==> config.mk <==
export PLATFORM = sky130hd
export DESIGN_NAME = hall_position_speed_counter
export DESIGN_NICKNAME = d
export VERILOG_FILES = /design/src/rtl/core/hpsc_pkg.sv /design/src/rtl/core/hpsc_ctrl.sv /design/src/rtl/core/hpsc_datapath.sv /design/src/rtl/core/hall_position_speed_counter.sv
export SDC_FILE = /design/constraint.sdc
export NUM_CORES = 2
export LEC_CHECK = 0
export ABC_AREA = 1
export BUFFER_PORTS_ARGS = -buffer_cell sky130_fd_sc_hd__buf_2
export CORE_MARGIN = 5
export CORE_UTILIZATION = 60
export DETAILED_ROUTE_END_ITERATION = 16
export PLACE_DENSITY = 0.76
export SYNTH_ARGS = -nofsm -noshare
export SYNTH_HDL_FRONTEND = slang
export SYNTH_SLANG_ARGS = --single-unit
==> constraint.sdc <==
create_clock -name clock -period 7.4 [get_ports clock]
set_input_delay 2.22 -clock clock [delete_from_list [all_inputs] [get_ports clock]]
set_output_delay 2.22 -clock clock [all_outputs]
set_load 0.03 [all_outputs]
==> src/rtl/core/hpsc_pkg.sv <==
`timescale 1ns / 1ps
// ----------------------------------------------------------------------------
// Hall position and speed counter package
// Shared word types, command and status codes, and arithmetic constants for
// the hall sensor position decoder and speed estimator.
// ----------------------------------------------------------------------------
package hpsc_pkg;

   // Command codes carried in the request word.
   localparam logic [1:0] CMD_HALL_SAMPLE = 2'd0;
   localparam logic [1:0] CMD_SPEED_READ  = 2'd1;
   localparam logic [1:0] CMD_RESET       = 2'd2;

   // Speed status codes carried in the response word.
   localparam logic [1:0] STAT_OK            = 2'd0;
   localparam logic [1:0] STAT_NOT_READ      = 2'd1;
   localparam logic [1:0] STAT_ZERO_INTERVAL = 2'd2;
   localparam logic [1:0] STAT_SATURATED     = 2'd3;

   // Control register indexes.
   localparam int CSR_IDX_W  = 1;
   localparam int CSR_DATA_W = 16;
   localparam logic [CSR_IDX_W-1:0] CSR_SCALE = 1'b0;
   localparam logic [CSR_IDX_W-1:0] CSR_CPR   = 1'b1;

   // Field widths.
   localparam int SCALE_W = 16;
   localparam int CPR_W   = 12;
   localparam int TIME_W  = 32;
   localparam int CS_W    = CPR_W + SCALE_W;
   localparam int DEN_W   = CS_W + TIME_W;

   // 60000 * 256 = 7500 * 2^11: a 13-bit constant product and a shift.
   localparam int RPM_MULT_W = 13;
   localparam logic [RPM_MULT_W-1:0] RPM_MULT = 13'd7500;
   localparam int RPM_SHIFT = 11;

   // The quotient is developed to 33 bits, enough for both saturation limits.
   localparam int QUO_W = 33;
   localparam int ITER_W = 6;
   localparam logic [QUO_W-1:0] LIMIT_POS = 33'h0_7FFF_FFFF;
   localparam logic [QUO_W-1:0] LIMIT_NEG = 33'h0_8000_0000;

   typedef struct packed {
      logic [1:0]        command;
      logic [2:0]        hall_levels;
      logic [TIME_W-1:0] time_ms;
   } hpsc_req_type;

   typedef struct packed {
      logic signed [31:0] position_count;
      logic signed [31:0] speed_rpm;
      logic [1:0]         speed_status;
   } hpsc_rsp_type;

   // Commands from the controller to the datapath.
   typedef struct packed {
      logic load;
      logic delta;
      logic mult;
      logic denom;
      logic check;
      logic divide;
      logic finish;
   } hpsc_cmd_bus_type;

   // Status from the datapath to the controller.
   typedef struct packed {
      logic req_is_read;
      logic div_last;
      logic out_free;
   } hpsc_status_type;

   // Next code of the forward six-step sequence 1-3-2-6-4-5-1.
   function automatic logic [2:0] hall_next_fwd(input logic [2:0] code);
      logic [2:0] nxt;
      unique case (code)
         3'd1:    nxt = 3'd3;
         3'd2:    nxt = 3'd6;
         3'd3:    nxt = 3'd2;
         3'd4:    nxt = 3'd5;
         3'd5:    nxt = 3'd1;
         3'd6:    nxt = 3'd4;
         default: nxt = 3'd0;
      endcase
      return nxt;
   endfunction

   function automatic logic hall_code_valid(input logic [2:0] code);
      return (code != 3'd0) && (code != 3'd7);
   endfunction

endpackage

==> src/rtl/core/hpsc_ctrl.sv <==
`timescale 1ns / 1ps
// ----------------------------------------------------------------------------
// Hall position and speed counter controller
// Sequences one word at a time through the datapath: capture, the speed
// arithmetic steps and the iterative divider, then the result hand-over.
// ----------------------------------------------------------------------------
module hpsc_ctrl
   import hpsc_pkg::*;
(
   input  logic             clock,
   input  logic             reset,
   input  logic             req_valid,
   output logic             req_ready,
   input  hpsc_status_type  status,
   output hpsc_cmd_bus_type cmd
);

   typedef enum logic [2:0] {
      ST_IDLE,
      ST_DELTA,
      ST_MULT,
      ST_DENOM,
      ST_CHECK,
      ST_DIVIDE,
      ST_FINISH
   } state_type;

   state_type state_ff;
   state_type state_in;

   // Next-state logic.
   always_comb begin
      state_in = state_ff;
      unique case (state_ff)
         ST_IDLE: begin
            if (req_valid) begin
               state_in = status.req_is_read ? ST_DELTA : ST_FINISH;
            end
         end
         ST_DELTA:  state_in = ST_MULT;
         ST_MULT:   state_in = ST_DENOM;
         ST_DENOM:  state_in = ST_CHECK;
         ST_CHECK:  state_in = ST_DIVIDE;
         ST_DIVIDE: begin
            if (status.div_last) begin
               state_in = ST_FINISH;
            end
         end
         ST_FINISH: begin
            if (status.out_free) begin
               state_in = ST_IDLE;
            end
         end
         default: state_in = ST_IDLE;
      endcase
   end

   // State register.
   always_ff @(posedge clock) begin
      if (reset) begin
         state_ff <= ST_IDLE;
      end else begin
         state_ff <= state_in;
      end
   end

   // Command decode.
   always_comb begin
      req_ready  = (state_ff == ST_IDLE);
      cmd.load   = (state_ff == ST_IDLE) && req_valid;
      cmd.delta  = (state_ff == ST_DELTA);
      cmd.mult   = (state_ff == ST_MULT);
      cmd.denom  = (state_ff == ST_DENOM);
      cmd.check  = (state_ff == ST_CHECK);
      cmd.divide = (state_ff == ST_DIVIDE);
      cmd.finish = (state_ff == ST_FINISH) && status.out_free;
   end

endmodule

==> src/rtl/core/hpsc_datapath.sv <==
`timescale 1ns / 1ps
// ----------------------------------------------------------------------------
// Hall position and speed counter datapath
// Holds the control registers, position and timing state, the speed
// arithmetic with its restoring divider, and the response output register.
// ----------------------------------------------------------------------------
module hpsc_datapath
   import hpsc_pkg::*;
#(
   parameter int COUNT_WIDTH = 32
) (
   input  logic                  clock,
   input  logic                  reset,
   input  logic                  csr_wen,
   input  logic [CSR_IDX_W-1:0]  csr_index,
   input  logic [CSR_DATA_W-1:0] csr_wdata,
   input  hpsc_req_type          req_word,
   input  logic                  rsp_ready,
   output logic                  rsp_valid,
   output hpsc_rsp_type          rsp_word,
   input  hpsc_cmd_bus_type      cmd,
   output hpsc_status_type       status
);

   localparam int PROD_W = COUNT_WIDTH + RPM_MULT_W;
   localparam int NUM_W  = PROD_W + RPM_SHIFT;
   localparam int CMP_W  = (NUM_W > DEN_W + QUO_W) ? NUM_W : DEN_W + QUO_W;

   // Control registers.
   logic [SCALE_W-1:0] scale_ff;
   logic [CPR_W-1:0]   cpr_ff;

   // Architectural state.
   logic [2:0]             last_code_ff,  last_code_in;
   logic [COUNT_WIDTH-1:0] pos_ff,        pos_in;
   logic [COUNT_WIDTH-1:0] pos_read_ff,   pos_read_in;
   logic [TIME_W-1:0]      start_ff,      start_in;

   // Captured request word.
   logic [1:0]        cmd_ff;
   logic [2:0]        hall_ff;
   logic [TIME_W-1:0] time_ff;

   // Speed arithmetic registers.
   logic [TIME_W-1:0]      dt_ff;
   logic [COUNT_WIDTH-1:0] mag_ff;
   logic                   neg_ff;
   logic [NUM_W-1:0]       numer_ff;
   logic [CS_W-1:0]        cs_ff;
   logic [DEN_W-1:0]       den_ff;
   logic                   ovf_ff;
   logic [DEN_W-1:0]       rem_ff;
   logic [QUO_W-1:0]       low_ff;
   logic [QUO_W-1:0]       quo_ff;
   logic [ITER_W-1:0]      iter_ff;

   // Response register.
   logic         rsp_valid_ff;
   hpsc_rsp_type rsp_word_ff, rsp_word_in;

   logic [COUNT_WIDTH-1:0] delta;
   logic [PROD_W-1:0]      prod;
   logic [DEN_W:0]         rem_sh;
   logic                   q_bit;
   logic [QUO_W-1:0]       limit;

   // Control register writes.
   always_ff @(posedge clock) begin
      if (reset) begin
         scale_ff <= SCALE_W'(256);
         cpr_ff   <= CPR_W'(31);
      end else if (csr_wen) begin
         unique case (csr_index)
            CSR_SCALE: scale_ff <= csr_wdata[SCALE_W-1:0];
            CSR_CPR:   cpr_ff   <= csr_wdata[CPR_W-1:0];
            default:   ;
         endcase
      end
   end

   // Capture the accepted word.
   always_ff @(posedge clock) begin
      if (cmd.load) begin
         cmd_ff  <= req_word.command;
         hall_ff <= req_word.hall_levels;
         time_ff <= req_word.time_ms;
      end
   end

   // Count change, its magnitude and the interval length.
   assign delta = pos_ff - pos_read_ff;

   always_ff @(posedge clock) begin
      if (cmd.delta) begin
         dt_ff  <= time_ff - start_ff;
         neg_ff <= delta[COUNT_WIDTH-1];
         mag_ff <= delta[COUNT_WIDTH-1] ? (~delta + COUNT_WIDTH'(1)) : delta;
      end
   end

   // Numerator and the first half of the denominator.
   assign prod = PROD_W'(mag_ff) * PROD_W'(RPM_MULT);

   always_ff @(posedge clock) begin
      if (cmd.mult) begin
         numer_ff <= {prod, {RPM_SHIFT{1'b0}}};
         cs_ff    <= CS_W'(cpr_ff) * CS_W'(scale_ff);
      end
   end

   // Full denominator.
   always_ff @(posedge clock) begin
      if (cmd.denom) begin
         den_ff <= DEN_W'(cs_ff) * DEN_W'(dt_ff);
      end
   end

   // Restoring divider step: one quotient bit a cycle.
   assign rem_sh = {rem_ff, low_ff[QUO_W-1]};
   assign q_bit  = (rem_sh >= {1'b0, den_ff});

   always_ff @(posedge clock) begin
      if (cmd.check) begin
         // A quotient that needs more than 33 bits, or a zero divisor, saturates.
         ovf_ff  <= (den_ff == '0) ||
                    (CMP_W'(numer_ff) >= (CMP_W'(den_ff) << QUO_W));
         rem_ff  <= DEN_W'(numer_ff >> QUO_W);
         low_ff  <= numer_ff[QUO_W-1:0];
         quo_ff  <= '0;
         iter_ff <= ITER_W'(QUO_W - 1);
      end else if (cmd.divide) begin
         rem_ff  <= q_bit ? DEN_W'(rem_sh - {1'b0, den_ff}) : DEN_W'(rem_sh);
         low_ff  <= {low_ff[QUO_W-2:0], 1'b0};
         quo_ff  <= {quo_ff[QUO_W-2:0], q_bit};
         iter_ff <= iter_ff - ITER_W'(1);
      end
   end

   assign limit = neg_ff ? LIMIT_NEG : LIMIT_POS;

   // Result and state update for the word in hand.
   always_comb begin
      last_code_in = last_code_ff;
      pos_in       = pos_ff;
      pos_read_in  = pos_read_ff;
      start_in     = start_ff;
      rsp_word_in.speed_rpm    = '0;
      rsp_word_in.speed_status = STAT_NOT_READ;
      unique case (cmd_ff)
         CMD_HALL_SAMPLE: begin
            if (hall_code_valid(hall_ff) && hall_code_valid(last_code_ff)) begin
               if (hall_next_fwd(last_code_ff) == hall_ff) begin
                  pos_in = pos_ff + COUNT_WIDTH'(1);
               end else if (hall_next_fwd(hall_ff) == last_code_ff) begin
                  pos_in = pos_ff - COUNT_WIDTH'(1);
               end
            end
            last_code_in = hall_ff;
         end
         CMD_SPEED_READ: begin
            priority if (dt_ff == '0) begin
               rsp_word_in.speed_status = STAT_ZERO_INTERVAL;
            end else if (mag_ff == '0) begin
               rsp_word_in.speed_status = STAT_OK;
            end else if (ovf_ff || (quo_ff > limit)) begin
               rsp_word_in.speed_rpm    = neg_ff ? 32'sh8000_0000 : 32'sh7FFF_FFFF;
               rsp_word_in.speed_status = STAT_SATURATED;
            end else begin
               rsp_word_in.speed_rpm    = neg_ff ? -signed'(quo_ff[31:0])
                                                 : signed'(quo_ff[31:0]);
               rsp_word_in.speed_status = STAT_OK;
            end
            pos_read_in = pos_ff;
            start_in    = time_ff;
         end
         CMD_RESET: begin
            last_code_in = '0;
            pos_in       = '0;
            pos_read_in  = '0;
            start_in     = time_ff;
         end
         default: ;
      endcase
      rsp_word_in.position_count = 32'(signed'(pos_in));
   end

   // Architectural state registers.
   always_ff @(posedge clock) begin
      if (reset) begin
         last_code_ff <= '0;
         pos_ff       <= '0;
         pos_read_ff  <= '0;
         start_ff     <= '0;
      end else if (cmd.finish) begin
         last_code_ff <= last_code_in;
         pos_ff       <= pos_in;
         pos_read_ff  <= pos_read_in;
         start_ff     <= start_in;
      end
   end

   // Response output register.
   always_ff @(posedge clock) begin
      if (reset) begin
         rsp_valid_ff <= 1'b0;
      end else if (cmd.finish) begin
         rsp_valid_ff <= 1'b1;
      end else if (rsp_ready) begin
         rsp_valid_ff <= 1'b0;
      end
   end

   always_ff @(posedge clock) begin
      if (cmd.finish) begin
         rsp_word_ff <= rsp_word_in;
      end
   end

   assign rsp_valid = rsp_valid_ff;
   assign rsp_word  = rsp_word_ff;

   assign status.req_is_read = (req_word.command == CMD_SPEED_READ);
   assign status.div_last    = (iter_ff == '0);
   assign status.out_free    = !rsp_valid_ff || rsp_ready;

endmodule

==> src/rtl/core/hall_position_speed_counter.sv <==
`timescale 1ns / 1ps
// ----------------------------------------------------------------------------
// Hall position and speed counter
// Decodes three-phase hall codes into a signed position count and turns
// count changes over a millisecond interval into a speed in rpm.
// ----------------------------------------------------------------------------
//  Channel  Direction  Ports                           Moves
//  req      in         req_valid/req_ready, req_word   one command word
//  rsp      out        rsp_valid/rsp_ready, rsp_word   one result word per req
//  csr      in         csr_wen, csr_index, csr_wdata   one register write
//
//  A hall sample, reset or unused command goes from acceptance to finish.
//  A speed read adds delta, mult, denom, check and 33 restoring divider steps.
//  One word is in flight at a time; the next is taken while a result waits.
//  A stalled response holds only the finish step; reset is synchronous.
// ----------------------------------------------------------------------------
module hall_position_speed_counter
   import hpsc_pkg::*;
#(
   parameter int COUNT_WIDTH = 32
) (
   input  logic                  clock,
   input  logic                  reset,
   input  logic                  csr_wen,
   input  logic [CSR_IDX_W-1:0]  csr_index,
   input  logic [CSR_DATA_W-1:0] csr_wdata,
   input  logic                  req_valid,
   output logic                  req_ready,
   input  hpsc_req_type          req_word,
   output logic                  rsp_valid,
   input  logic                  rsp_ready,
   output hpsc_rsp_type          rsp_word
);

   hpsc_cmd_bus_type cmd;
   hpsc_status_type  status;

   // Sequencer.
   hpsc_ctrl u_ctrl (
      .clock     (clock),
      .reset     (reset),
      .req_valid (req_valid),
      .req_ready (req_ready),
      .status    (status),
      .cmd       (cmd)
   );

   // Arithmetic and state.
   hpsc_datapath #(
      .COUNT_WIDTH (COUNT_WIDTH)
   ) u_datapath (
      .clock     (clock),
      .reset     (reset),
      .csr_wen   (csr_wen),
      .csr_index (csr_index),
      .csr_wdata (csr_wdata),
      .req_word  (req_word),
      .rsp_ready (rsp_ready),
      .rsp_valid (rsp_valid),
      .rsp_word  (rsp_word),
      .cmd       (cmd),
      .status    (status)
   );

endmodule

Yosys cells after proc, flatten, opt, wreduce, memory -nomap -nowiden --
Cells that the tools add are included.
Operators by class: add/subtract/negate cells 8, $lt $le $gt $ge 3, equal/unequal tests 28, multipliers 3, reduce and logical (&&, ||, !) cells 29, mux-type cells 32, bitwise operators 3
Operator list (number):
- 32-bit two-way mux | 6
- 32-bit case mux with 2 select lines | 2
- 56-bit by 93-bit greater-or-equal comparator with 1-bit output | 1
- 33-bit two-way mux | 2
- 32-bit by 1-bit adder with 32-bit output (second input constant) | 2
- 32-bit zero test | 2
- 32-bit subtractor | 2
- 61-bit by 60-bit greater-or-equal comparator with 1-bit output | 1
- 60-bit zero test | 1
- 28-bit by 32-bit multiplier with 60-bit output | 1
- 60-bit two-way mux | 1
- 60-bit subtractor | 1
- 23-bit two-way mux | 2
- 32-bit by 11-bit multiplier with 43-bit output (second input constant) | 1
- 3-bit case mux with 6 select lines | 2
- 34-bit two-way mux | 1
- 33-bit > comparator | 1
- 32-bit negator | 1
- 32-bit NOT | 1
- 32-bit by 1-bit subtractor with 32-bit output (second input constant) | 1
- 31-bit two-way mux | 1
- 12-bit by 16-bit multiplier with 28-bit output | 1
- 3-bit equality test (second input constant) | 9
- 3-bit two-way mux | 9
- other kinds (26) | 54
Storage, ports and cells: register bits 562, logic and storage cells 134, input port bits 59

Longest topological paths before layout --
depth in word-level cells 14, depth in mapped cells 30, gate-level depth less buffers 28

Hierarchy --
Synthesis repeated with hierarchy kept, for this count alone.
Unflattened totals: cells, all modules 9783, area, all modules 75965.4 um^2
By module, submodules not included:
- hpsc_datapath | area an instance 75695.1 um^2, cells each 9737, instances 1, seq. area each 14383.8 um^2
- hpsc_ctrl | area an instance 270.3 um^2, cells each 46, instances 1, seq. area each 60.1 um^2

Worst setup path after synthesis --
OpenSTA, ideal clock, no wires.
path kind register -> register, from reg u_datapath.dt_ff[12], to reg u_datapath.den_ff[47] (data pin), setup slack 1.021 ns, library setup time 0.259 ns, required time 7.141 ns, cell stages (with the launch flop) 23, arrival 6.120 ns, cell sequence edfxtp_1 > clkbuf_1 > buf_1 > nand2_1 > fa_1 > inv_1 > fa_1 > fa_1 > fa_1 > fa_1 > fa_1 > inv_1 > fa_1 > inv_1 > ha_1 > nand2_1 > nor2_1 > inv_1 > nor4_1 > nand4_1 > nand3_1 > a21oi_1 > xnor2_1
On the way: cells in the longest elaborated chain, start to end 1
RTL lines:
- start, declared | line hpsc_datapath.sv:45 | logic [TIME_W-1:0] dt_ff;
- start signal, assigned | line hpsc_datapath.sv:95 | dt_ff <= time_ff - start_ff;
- 28-bit by 32-bit multiplier with 60-bit output | line hpsc_datapath.sv:114 | den_ff <= DEN_W'(cs_ff) * DEN_W'(dt_ff);
- end signal, assigned | line hpsc_datapath.sv:114
- end, declared | line hpsc_datapath.sv:50 | logic [DEN_W-1:0] den_ff;
Every way passes these cells. A chain may end at the register's enable or synchronous reset.

Worst setup path in the final report --
from reg u_datapath.cs_ff[5], to reg u_datapath.den_ff[49] (data pin)
On the way: cells in the longest elaborated chain, start to end 1
RTL lines:
- start, declared | line hpsc_datapath.sv:49 | logic [CS_W-1:0] cs_ff;
- start signal, assigned | line hpsc_datapath.sv:107 | cs_ff <= CS_W'(cpr_ff) * CS_W'(scale_ff);
- 28-bit by 32-bit multiplier with 60-bit output | line hpsc_datapath.sv:114
Every way passes these cells.

==> flow_summary.toml <==
[final_layout]
fill_cells = 11000
final_net_count = 11700
ff_latch_area_um2 = 14400
multi_input_area_um2 = 51500
post_route_cells_drive_above_1_share = 0.0520
syn2layout_area_growth_pct = 7.49
utilization = 0.648

[clocking]
maximum_root_to_sink_buffer_count = 3
cts_num_sinks = 550
cts_made_buffers = 66
tritoncts_clock_tree = "built"
clockRootBuffer = "sky130_fd_sc_hd__clkbuf_16"
worstSkewPairLatency_ns = 0.69
ctsHoldBuffers = 0
clkSlewWorstSetupHoldPaths_ns = 0.06
ctsHtreeMaxLevel = 3

[setup_path]
cp_cell_sequence = "buf_4 -> buf_4 -> nand2_1 -> fa_1 -> fa_1 -> fa_1 -> fa_1 -> fa_1 -> inv_1 -> fa_1 -> inv_1 -> fa_1 -> inv_1 -> ha_1 -> nand2_1 -> nor2_1 -> inv_1 -> nor2_1 -> nand3_1 -> o21ai_0 -> buf_4 -> a21oi_1 -> o21ai_0 -> xor2_1"
critical_path_buf_inv_count = 7
crit_fanout = 18
worst-endpoint-required_ns = 7.79
timing.critical_path.from_type = "register"
crit_arrival_ns = 7.62
worst-path-stages = 24
timing.setup.critical_path_class = "register to register"
cpMostUsedCell = "sky130_fd_sc_hd__fa_1"
critical_path.slowest_cell = "sky130_fd_sc_hd__fa_1"
cp_slowest_stage_delay_ns = 0.55
crit_start = "u_datapath.cs_ff[5]"
cp-end-kind = "register"
reg2regPathDepth = 24
worstReg2RegStart = "u_datapath.cs_ff[5]"
top_delay_family_on_crit_path = "adder cells"

[synth]
synth_area_um2 = 76600
ys_ff_latch = 550
netlist-cell-type-count = 71
synthesis.yosys.warnings = 0
synth_seq_area_share = 0.188
synthDominantCellAreaShare = 0.277
mean_instance_size_in_the_synthesized_netlist_um2 = 7.67
synth_top_cells_by_count = "sky130_fd_sc_hd__inv_1, sky130_fd_sc_hd__nand2_1, sky130_fd_sc_hd__fa_1"
postSynth.topFlopCell = "sky130_fd_sc_hd__edfxtp_1"
synth-edff-count = 343
synth_most_common_cell = "sky130_fd_sc_hd__inv_1"
syn_inst = 9988
syn_nets = 11700
synth_async_sr_flop_share = 0
synth.top_cells.by_area = "sky130_fd_sc_hd__fa_1, sky130_fd_sc_hd__edfxtp_1, sky130_fd_sc_hd__inv_1"
most_area_hungry_cell_type_in_the_yosys_netlist = "sky130_fd_sc_hd__fa_1"

[global_route]
global_route.overflow_total = 0
grt_antenna_before_repair = 2
grt_pass1_vias = 65700
gr-usage-all-layers = 0.324
grt_first_pass_wirelength_um = 351000
pin_count_of_the_biggest_net_entering_global_routing = 125

[detailed_routing]
vias_per_cell = 5.49
initialDrtViolationCount = 5825
drtPass1Iterations = 8
postRouteAntennaNets = 0
drt_total_wl_um = 218000
drt_drc_violations_left = 0
route.detailed.wl_per_inst_um = 18.5
vias = 64400

[floorplanning]
placeableCoreArea_um2 = 127000
design.die.area_um2 = 135000
floorplan.initialDensity = 0.602
placementRows = 131
ios = 127
chipWidth_um = 367
dieHeight_um = 367

[min_path]
holdCritPathClass = "register to register"
min-delay-start = "u_datapath.start_ff[30]"
hold-path-cell-count = 2

[sta]
final_hold_viol_count = 0
finalCriticalPeriod_ns = 7.22
grt_setup_unrepaired = "no"
setup_viol = 0
clock-skew-final_ns = 0.0495
worst_slew_pin_slew_ns = 1.15
fmax_mhz = 138
slew_viol_final = 0
max_slew_margin_vs_limit = 0.231
final_worst_path_cycle_share = 0.976

[job]
timing.max_cap.violations = 0

[place]
place.gp.congestion = 1.04
port_buffers = 126
dp_hpwl_um = 178000

[run_status]
status = "finished clean"
==> worst paths after layout <==
path                             endpoint  slack (ns)
hold / removal    u_datapath.start_ff[30]        0.46
setup reg to reg    u_datapath.den_ff[49]        0.18
setup / recovery    u_datapath.den_ff[49]        0.18
hold reg to reg   u_datapath.start_ff[30]        0.46
==> cells in the final DEF (no fill, tap or decap), drive strengths merged, types with 33 or more instances in the layout <==
cell / n
edfxtp: 343
nand2: 2434
nor3: 67
nor4: 39
a211oi: 37
o21ai: 428
nand4: 91
clkbuf: 85
a31oi: 46
fa: 1062
nand3: 321
xnor2: 71
nor2: 591
ha: 591
a21o: 33
xor2: 164
dfxtp: 207
buf: 312
a21oi: 479
inv: 2517
==> timing repair <==
action                                  in CTS  in global routing
endpoints found under the setup margin       1                 19
setup buffers                                1                 48
hold endpoints to repair                     0                  0
resized for setup                            0                  2
==> sequential cells by signal, summed over array words and instances, names as in the netlist, 12 cells and up <==
signal,cells
u_datapath.rsp_word,66
u_datapath.den_ff,60
u_datapath.rem_ff,60
u_datapath.numer_ff,43
u_datapath.quo_ff,33
u_datapath.dt_ff,32
u_datapath.mag_ff,32
u_datapath.pos_ff,32
u_datapath.pos_read_ff,32
u_datapath.start_ff,32
u_datapath.time_ff,32
u_datapath.cs_ff,28
u_datapath.low_ff,20
u_datapath.scale_ff,16
u_datapath.cpr_ff,12
==> metal layers <==
metal  wire length [µm]  global-route usage
met5                 13                   0
met2             101000               0.532
met3              18300              0.0498
met4               9520               0.121
met1              89300               0.437
==> stage by stage <==
step / cells / hold slack [ns] / setup TNS, ns / instance area, µm² / setup slack (ns)
6_report: 11700 / 0.457 / 0 / 82400 / 0.177
5_1_grt: 11700 / 0.480 / 0 / 82400 / 0.00944
4_1_cts: 11700 / 0.460 / 0 / 81700 / 0.0412
3_5_place_dp: 11600 / 0.451 / 0 / 79300 / 0.0404
3_3_place_gp: 11600 / 0.444 / -0.00826 / 79300 / -0.00826
2_1_floorplan: 9988 / 0.433 / 0 / 76600 / 1.02
==> area by class of cell <==
cell class              count  share of cell area
repair buffers            312              0.0306
well taps                1662              0.0252
inverters                2512               0.114
clock inverters            37             0.00706
flip-flops and latches    550               0.175
diodes                      2           0.0000608
clock buffers              85              0.0224
multi-input cells        6587               0.625
==> worst min-delay path: cells and delay by family (launching register included) <==
| family | cells | cell delay [ns] |
|---|---|---|
| DFF | 1 | 0.30 |
| buffers and inverters | 1 | 0.06 |
| AOI/OAI and AO/OA | 1 | 0.05 |
==> cells by family after synthesis <==
kind of cell | Yosys count | synth area share
XOR/XNOR | 235 | 0.0271
AO/OA/AOI/OAI | 1114 | 0.0795
adder cells (fa/ha/maj) | 1653 | 0.374
flip-flops | 550 | 0.188
AND/OR/NAND/NOR | 3585 | 0.190
buffers and inverters | 2851 | 0.141
Power is not shown: default switching activity piles up to over one toggle a cycle in this logic, so the estimate is an artifact.
